[config.mk]
export PLATFORM = sky130hd
export DESIGN_NAME = rpm_weight
export DESIGN_NICKNAME = d
export VERILOG_FILES = /design/src/hdl/rpm_pkg.sv /design/src/hdl/rpm_fxmul.sv /design/src/hdl/rpm_weight.sv
export SDC_FILE = /design/constraint.sdc
export NUM_CORES = 2
export LEC_CHECK = 0
export ABC_CLOCK_PERIOD_IN_PS = 13020
export BUFFER_PORTS_ARGS = -buffer_cell sky130_fd_sc_hd__buf_4
export CAP_MARGIN = 20
export CORE_MARGIN = 2
export CORE_UTILIZATION = 43
export DETAILED_ROUTE_END_ITERATION = 8
export GPL_ROUTABILITY_DRIVEN = 0
export GPL_TIMING_DRIVEN = 0
export SKIP_LAST_GASP = 1
export SYNTH_ARGS = -nofsm -noshare
export SYNTH_HDL_FRONTEND = slang
export SYNTH_SLANG_ARGS = --single-unit
[constraint.sdc]
create_clock -name clk_i -period 13.02 [get_ports clk_i]
set_input_delay 1.953 -clock clk_i [delete_from_list [all_inputs] [get_ports clk_i]]
set_output_delay 1.953 -clock clk_i [all_outputs]
set_load 0.01 [all_outputs]
[src/hdl/rpm_pkg.sv]
// Shared types and constants of the RGBA pixel mixer.
// No dependencies; every other file of the block uses it.
package rpm_pkg;

  localparam int unsigned ChanW     = 16;
  localparam int unsigned ProdW     = 2 * ChanW;
  localparam int unsigned NumChan   = 4;
  localparam int unsigned NumStages = 7;
  localparam int unsigned CfgIdxW   = 1;
  localparam int unsigned CfgDataW  = 16;

  localparam logic [ChanW-1:0] FullScale = {ChanW{1'b1}};
  localparam logic [ChanW-1:0] HalfScale = {1'b0, {(ChanW-1){1'b1}}};

  localparam int unsigned ChRed   = 0;
  localparam int unsigned ChGreen = 1;
  localparam int unsigned ChBlue  = 2;
  localparam int unsigned ChAlpha = 3;

  typedef logic [ChanW-1:0] chan_t;

  typedef enum logic [1:0] {
    ModeBlend = 2'd0,
    ModeAdd   = 2'd1,
    ModeXfade = 2'd2
  } mix_mode_e;

  typedef enum logic [CfgIdxW-1:0] {
    RegMixMode   = 1'd0,
    RegMixFactor = 1'd1
  } cfg_reg_e;

  typedef struct packed {
    mix_mode_e mode;
    chan_t     factor;
  } cfg_t;

  typedef struct packed {
    logic [NumChan-1:0][ChanW-1:0] a;
    logic [NumChan-1:0][ChanW-1:0] b;
  } pix_pair_t;

  typedef struct packed {
    logic [NumChan-1:0][ChanW-1:0] c;
  } pix_out_t;

  typedef struct packed {
    logic ld_p;
    logic ld_q;
    logic ld_r;
  } mul_en_t;

  typedef struct packed {
    mul_en_t mul;
    logic    ld_out;
  } blend_en_t;

endpackage

[src/hdl/rpm_fxmul.sv]
// Three-stage 0.16 fixed point multiply, rounded: floor((x*y + half) / full).
// Division by full scale uses a reciprocal estimate and one correction step.
// Depends on rpm_pkg.
module rpm_fxmul (
  input  logic              clk_i,
  input  rpm_pkg::mul_en_t  en_i,
  input  rpm_pkg::chan_t    x_i,
  input  rpm_pkg::chan_t    y_i,
  output rpm_pkg::chan_t    q_o
);
  import rpm_pkg::*;

  logic [ProdW-1:0] p_d, p_q, p2_q, est_sum, base, rem;
  chan_t            q0_d, q0_q, q_d, q_q;

  assign p_d = ProdW'(x_i) * ProdW'(y_i) + ProdW'(HalfScale);

  assign est_sum = p_q + ProdW'(p_q[ProdW-1:ChanW]);
  assign q0_d    = est_sum[ProdW-1:ChanW];

  assign base = {q0_q, {ChanW{1'b0}}} - ProdW'(q0_q);
  assign rem  = p2_q - base;
  assign q_d  = q0_q + ChanW'(rem >= ProdW'(FullScale));

  always_ff @(posedge clk_i) begin
    if (en_i.ld_p) begin
      p_q <= p_d;
    end
    if (en_i.ld_q) begin
      p2_q <= p_q;
      q0_q <= q0_d;
    end
    if (en_i.ld_r) begin
      q_q <= q_d;
    end
  end

  assign q_o = q_q;

endmodule

[src/hdl/rpm_weight.sv]
// Front stages: overlay weight k and the blend alpha term, pixel pair delayed alongside.
// Depends on rpm_pkg and rpm_fxmul.
module rpm_weight (
  input  logic               clk_i,
  input  rpm_pkg::mul_en_t   en_i,
  input  rpm_pkg::cfg_t      cfg_i,
  input  rpm_pkg::pix_pair_t pix_i,
  output rpm_pkg::pix_pair_t pix_o,
  output rpm_pkg::chan_t     k_o,
  output rpm_pkg::chan_t     t_o
);
  import rpm_pkg::*;

  pix_pair_t pix_p_q, pix_q_q, pix_r_q;
  chan_t     inv_a;

  assign inv_a = FullScale - pix_i.a[ChAlpha];

  rpm_fxmul u_mul_k (
    .clk_i (clk_i),
    .en_i  (en_i),
    .x_i   (pix_i.b[ChAlpha]),
    .y_i   (cfg_i.factor),
    .q_o   (k_o)
  );

  rpm_fxmul u_mul_t (
    .clk_i (clk_i),
    .en_i  (en_i),
    .x_i   (pix_i.b[ChAlpha]),
    .y_i   (inv_a),
    .q_o   (t_o)
  );

  always_ff @(posedge clk_i) begin
    if (en_i.ld_p) begin
      pix_p_q <= pix_i;
    end
    if (en_i.ld_q) begin
      pix_q_q <= pix_p_q;
    end
    if (en_i.ld_r) begin
      pix_r_q <= pix_q_q;
    end
  end

  assign pix_o = pix_r_q;

endmodule

==> reports/results.txt <==
The flow ran to the end, and the final reports show no timing, DRC or antenna violations. The floorplan step defined a die boundary enclosing 0.0982 mm2. Headroom to the max-slew limit came out at 32.8%. The worst-path maximum fanout works out to 10. In this run the tool buffered the top-level ports with 307 buffer cells.

The run gives 1 as the number of antenna violations at the first check in global routing. Count of boundary I/O pins: 310. Data on the critical path arrives at its endpoint at 9.03 ns.

For the maximum operating frequency, the log shows 116 MHz. Global routing used 3.31% of the available met3 tracks. The logs give 26.1k for the via count of the first global-routing pass and 0.0173 mm2 for the register area. In this run the mean area of a mapped cell was 11.9 um2. For the pin with the worst max-slew slack, the measured transition is 1.01 ns. For the gate count of the mapped netlist, the log shows 3466.

TritonCTS built the clock tree. STA puts the critical path data required time at 13.43 ns. In this run the power spent charging and discharging nets is 5600 uW.

STA classifies the critical path endpoint as a flip-flop. For this design, the sink count on the clock tree is 576. Cell type of the slowest stage on the worst timing path: clkbuf_1.

The detailed-routing iteration count for the pre-antenna-repair pass was 7. Net switching is 43.8% of the power. The run gives 0 as the count of synthesis-stage warnings from yosys.

From synthesis to final layout, the design area changed by 14.6%. The static power due to leakage came out at 0.0209 uW. Total congestion overflow: 0. After detailed routing, the total wire length is 97900 um. The detail route stage leaves a number of antenna-violating nets equal to 0.

Clock network fraction of total power: 13.2%. Reg-to-reg endpoint: u_mul_k.q_o[14]$_DFFE_PP_. The total nets after synthesis was 4380; the multi-input gate area in the final layout was 0.0211 mm2.

The minimum period implied by the final worst setup slack is 8.62 ns. For the worst-skew pair, the clock arrives at the later sink with an insertion delay of 0.67 ns. After the last flow step, the layout net total stands at 4754. The worst clock skew is 0.0302 ns, and the critical path's largest stage delay is 0.59 ns. The run gives 0 as the final number of hold-violating endpoints.

The tree is rooted in a clkbuf_16. The via total after detailed routing came out at 26.0k. Counting buffers and inverters, the worst setup path is 25 cells deep. The run gives 8621 as the count of filler cells inserted in the layout.

For this run, global-route usage on met1 was measured as 29.4%. The detailed router finished its first iteration with 2090 violations. Cells fill 49.6% of the core in the end.

Global routing used 20.1% of the available tracks across all layers. The die outline width is 313 um. The worst register-to-register path begins at u_mul_k.q0_q[3]$_DFFE_PP_. The ratio of total power to cell area works out to 272 mW/mm2. The detailed-route vias per instance is 5.04, and the number of remaining DRC errors is 0. The worst setup path is launched from an input port. The average routed wire per standard cell works out to 19.0 um.

In this run the worst setup path begins at pix_i[57]. The cell area after placement came out at 0.0452 mm2. The share of the Yosys chip area taken by registers is 42.0%. The tools report the post-cts gate resize count as 0.

Registers are responsible for 23.5% of the overall power. Setup repair after global routing left no endpoint under its margin. Across all register-to-register paths, the minimum setup slack is 7.58 ns.

The vertical extent of the die is 313 um, and the number of enable flip-flop cells after synthesis is 576. The kind of cell with the highest combined delay along the critical path is adder cells. The ratio of cells with drive above 1 in the final layout is 11.1%. The finished cells cover 0.0472 mm2. After legalization and detailed placement, the total HPWL measured 76800 um. Worst setup path category: input port to flip-flop.

In the synthesized netlist the dominant register cell turns out to be edfxtp_1. met2 is the most crowded layer. The tools report the placeable core region as 0.0950 mm2.

Across the run, the number of max-cap violations was 0. In this run, post-CTS hold repair placed 0 buffers. The number of storage elements in the synthesis netlist is 576. Number of pins with negative max-slew slack in the final report: 0. The end point of the critical path was u_mul_k.p_q[31]$_DFFE_PP_.

The worst-case IR drop observed on VDD is 0.303 mV. Yosys mapped the design onto 78 distinct sky130hd cell types. After layout, the worst path uses 66.2% of the clock period. The logs give 0 for the final number of setup-violating endpoints and 63.3% for the proportion of power drawn by combinational gates.

For the total CTS buffers, the log shows 61. The design internal power came out at 7200 uW. Mapped cell area: 0.0412 mm2. The maximum number of pins on one net before global-route repair is 116.

For this configuration, the core starts out at a cell density of 43.3%. The fraction of registers with async set/reset works out to 0%. Counting both buffers and inverters, the worst setup path holds a total of 6.

The first global-routing pass estimated 151000 um of wire. The deepest level of the CTS H-tree was 2; the clock transition time at the flip-flop clock pins of the worst setup and hold paths was 0.07 ns. The longest clock path from root to sink contains 3 buffers.

After routing, the total negative slack on setup checks comes to 0 ns. Most numerous cell on the critical path: fa_1. Row generation in the floorplan step produced 113 rows. Buffers added to address setup during post-CTS repair amount to 0. The depth of the worst register-to-register path came out at 22. For met2 alone, demand over resource in global routing was 31.4%. The type of the tightest min-delay check was flip-flop to flip-flop.
-- cells in the mapped netlist (4+ instances only) --
| cell | number | area (um2) |
|---|---|---|
| nand2_1 | 254 | 953 |
| a31o_2 | 4 | 35.0 |
| o22ai_1 | 7 | 43.8 |
| a22oi_1 | 5 | 37.5 |
| nor3_1 | 21 | 105 |
| mux2i_1 | 8 | 80.1 |
| a211oi_1 | 9 | 67.6 |
| and2_1 | 103 | 644 |
| nor4_1 | 7 | 43.8 |
| a21oi_1 | 103 | 515 |
| o21ai_0 | 55 | 275 |
| nor3b_1 | 4 | 30.0 |
| nand2b_1 | 172 | 1080 |
| nand3_1 | 52 | 260 |
| or3_1 | 5 | 31.3 |
| o211ai_1 | 5 | 37.5 |
| o21bai_1 | 11 | 82.6 |
| nand3b_1 | 5 | 37.5 |
| mux2_2 | 6 | 67.6 |
| o2111ai_1 | 10 | 87.6 |
| nor2_1 | 78 | 293 |
| inv_1 | 630 | 2360 |
| a21o_1 | 59 | 443 |
| a2111oi_0 | 6 | 52.6 |
| xnor2_1 | 101 | 885 |
| o21a_1 | 16 | 120 |
| a211o_1 | 6 | 52.6 |
| a31oi_1 | 10 | 62.6 |
| xor2_1 | 41 | 359 |
| edfxtp_1 | 576 | 17300 |
| ha_1 | 348 | 4350 |
| nor2b_1 | 115 | 719 |
| clkbuf_1 | 96 | 360 |
| and3_1 | 15 | 93.8 |
| o31ai_1 | 10 | 75.1 |
| fa_1 | 416 | 8330 |
| o21ai_1 | 5 | 25.0 |
| nand4_1 | 26 | 163 |
-- per-layer routing --
metal,part of all wire (%),up-vias
li1,-,12206
met1,47,12952
met2,45,705
met3,6.2,116
met4,2.0,0
met5,0,-
-- placed cells by master, fill, tap and decap left out, drive strengths merged, types with 104 or more instances in the layout --
| cell type | Yosys | final |
|---|---|---|
| nand2 | 254 | 254 |
| and2 | 104 | 104 |
| nor2b | 115 | 115 |
| clkbuf | 97 | 170 |
| edfxtp | 576 | 576 |
| nand2b | 172 | 172 |
| fa | 416 | 416 |
| buf | 4 | 315 |
| ha | 348 | 348 |
| a21oi | 106 | 106 |
| inv | 631 | 634 |
-- sequential cells by signal, indices dropped and copies added, names as in the netlist, 32 cells and up --
register / flops
u_mul_k.p_q: 32
u_mul_k.p2_q: 32
pix_p_q: 128
pix_q_q: 128
u_mul_t.p_q: 32
u_mul_t.p2_q: 32
pix_o: 128
-- how the worst min path moves through the flow --
stage / cells after the start / slack (ns) / to / from
5_1_grt: 0 / 0.40 / pix_q_q[58]$_DFFE_PP_ / pix_p_q[58]$_DFFE_PP_
6_report: 0 / 0.40 / pix_o[63]$_DFFE_PP_ / pix_q_q[63]$_DFFE_PP_
3_3_place_gp: 0 / 0.40 / pix_o[52]$_DFFE_PP_ / pix_q_q[52]$_DFFE_PP_
2_1_floorplan: 0 / 0.40 / pix_o[0]$_DFFE_PP_ / pix_q_q[0]$_DFFE_PP_
4_1_cts: 0 / 0.40 / pix_o[112]$_DFFE_PP_ / pix_q_q[112]$_DFFE_PP_
3_5_place_dp: 0 / 0.40 / pix_o[112]$_DFFE_PP_ / pix_q_q[112]$_DFFE_PP_
-- power groups by stage --
stage / combinational (uW) / sequential [uW] / clock, uW
after floorplan: 6180 / 2960 / 0
after global placement: 8010 / 3050 / 0
after detailed placement: 8060 / 3050 / 0
after CTS: 8120 / 3020 / 1750
after global routing: 9270 / 3050 / 1820
final: 8100 / 3010 / 1690
-- cell type report --
class / count / area share (%)
Multi-Input combinational cell: 2158 / 44.8
Sequential cell: 576 / 36.7
Timing Repair Buffer: 311 / 5.17
Inverter: 631 / 5.02
Tap cell: 1265 / 3.36
Clock buffer: 73 / 3.33
Clock inverter: 40 / 0.844
Buffer: 101 / 0.822
Antenna cell: 1 / 0.00531
-- cell families (layout without fill, tap and decap cells) --
| kind of cell | after synthesis | in the layout | synth area share [%] |
|---|---|---|---|
| other | 0 | 1 | 0 |
| multiplexers | 14 | 14 | 0.359 |
| adder cells (fa/ha/maj) | 764 | 764 | 30.8 |
| XOR/XNOR | 142 | 142 | 3.02 |
| flip-flops | 576 | 576 | 42.0 |
| buffers and inverters | 732 | 1156 | 6.69 |
| AO/OA/AOI/OAI | 364 | 364 | 5.98 |
| AND/OR/NAND/NOR | 874 | 874 | 11.1 |
-- metrics by stage --
stage	power [uW]	hold WS, ns	setup WS, ns	std cells
4_1_cts	12900	0.396	4.48	5155
2_1_floorplan	9140	0.400	4.94	3466
3_5_place_dp	11100	0.405	3.78	5042
6_report	12800	0.403	4.40	5156
5_1_grt	14100	0.396	3.91	5155
3_3_place_gp	11100	0.400	3.79	5038
Power figures use the tool's default switching activity.
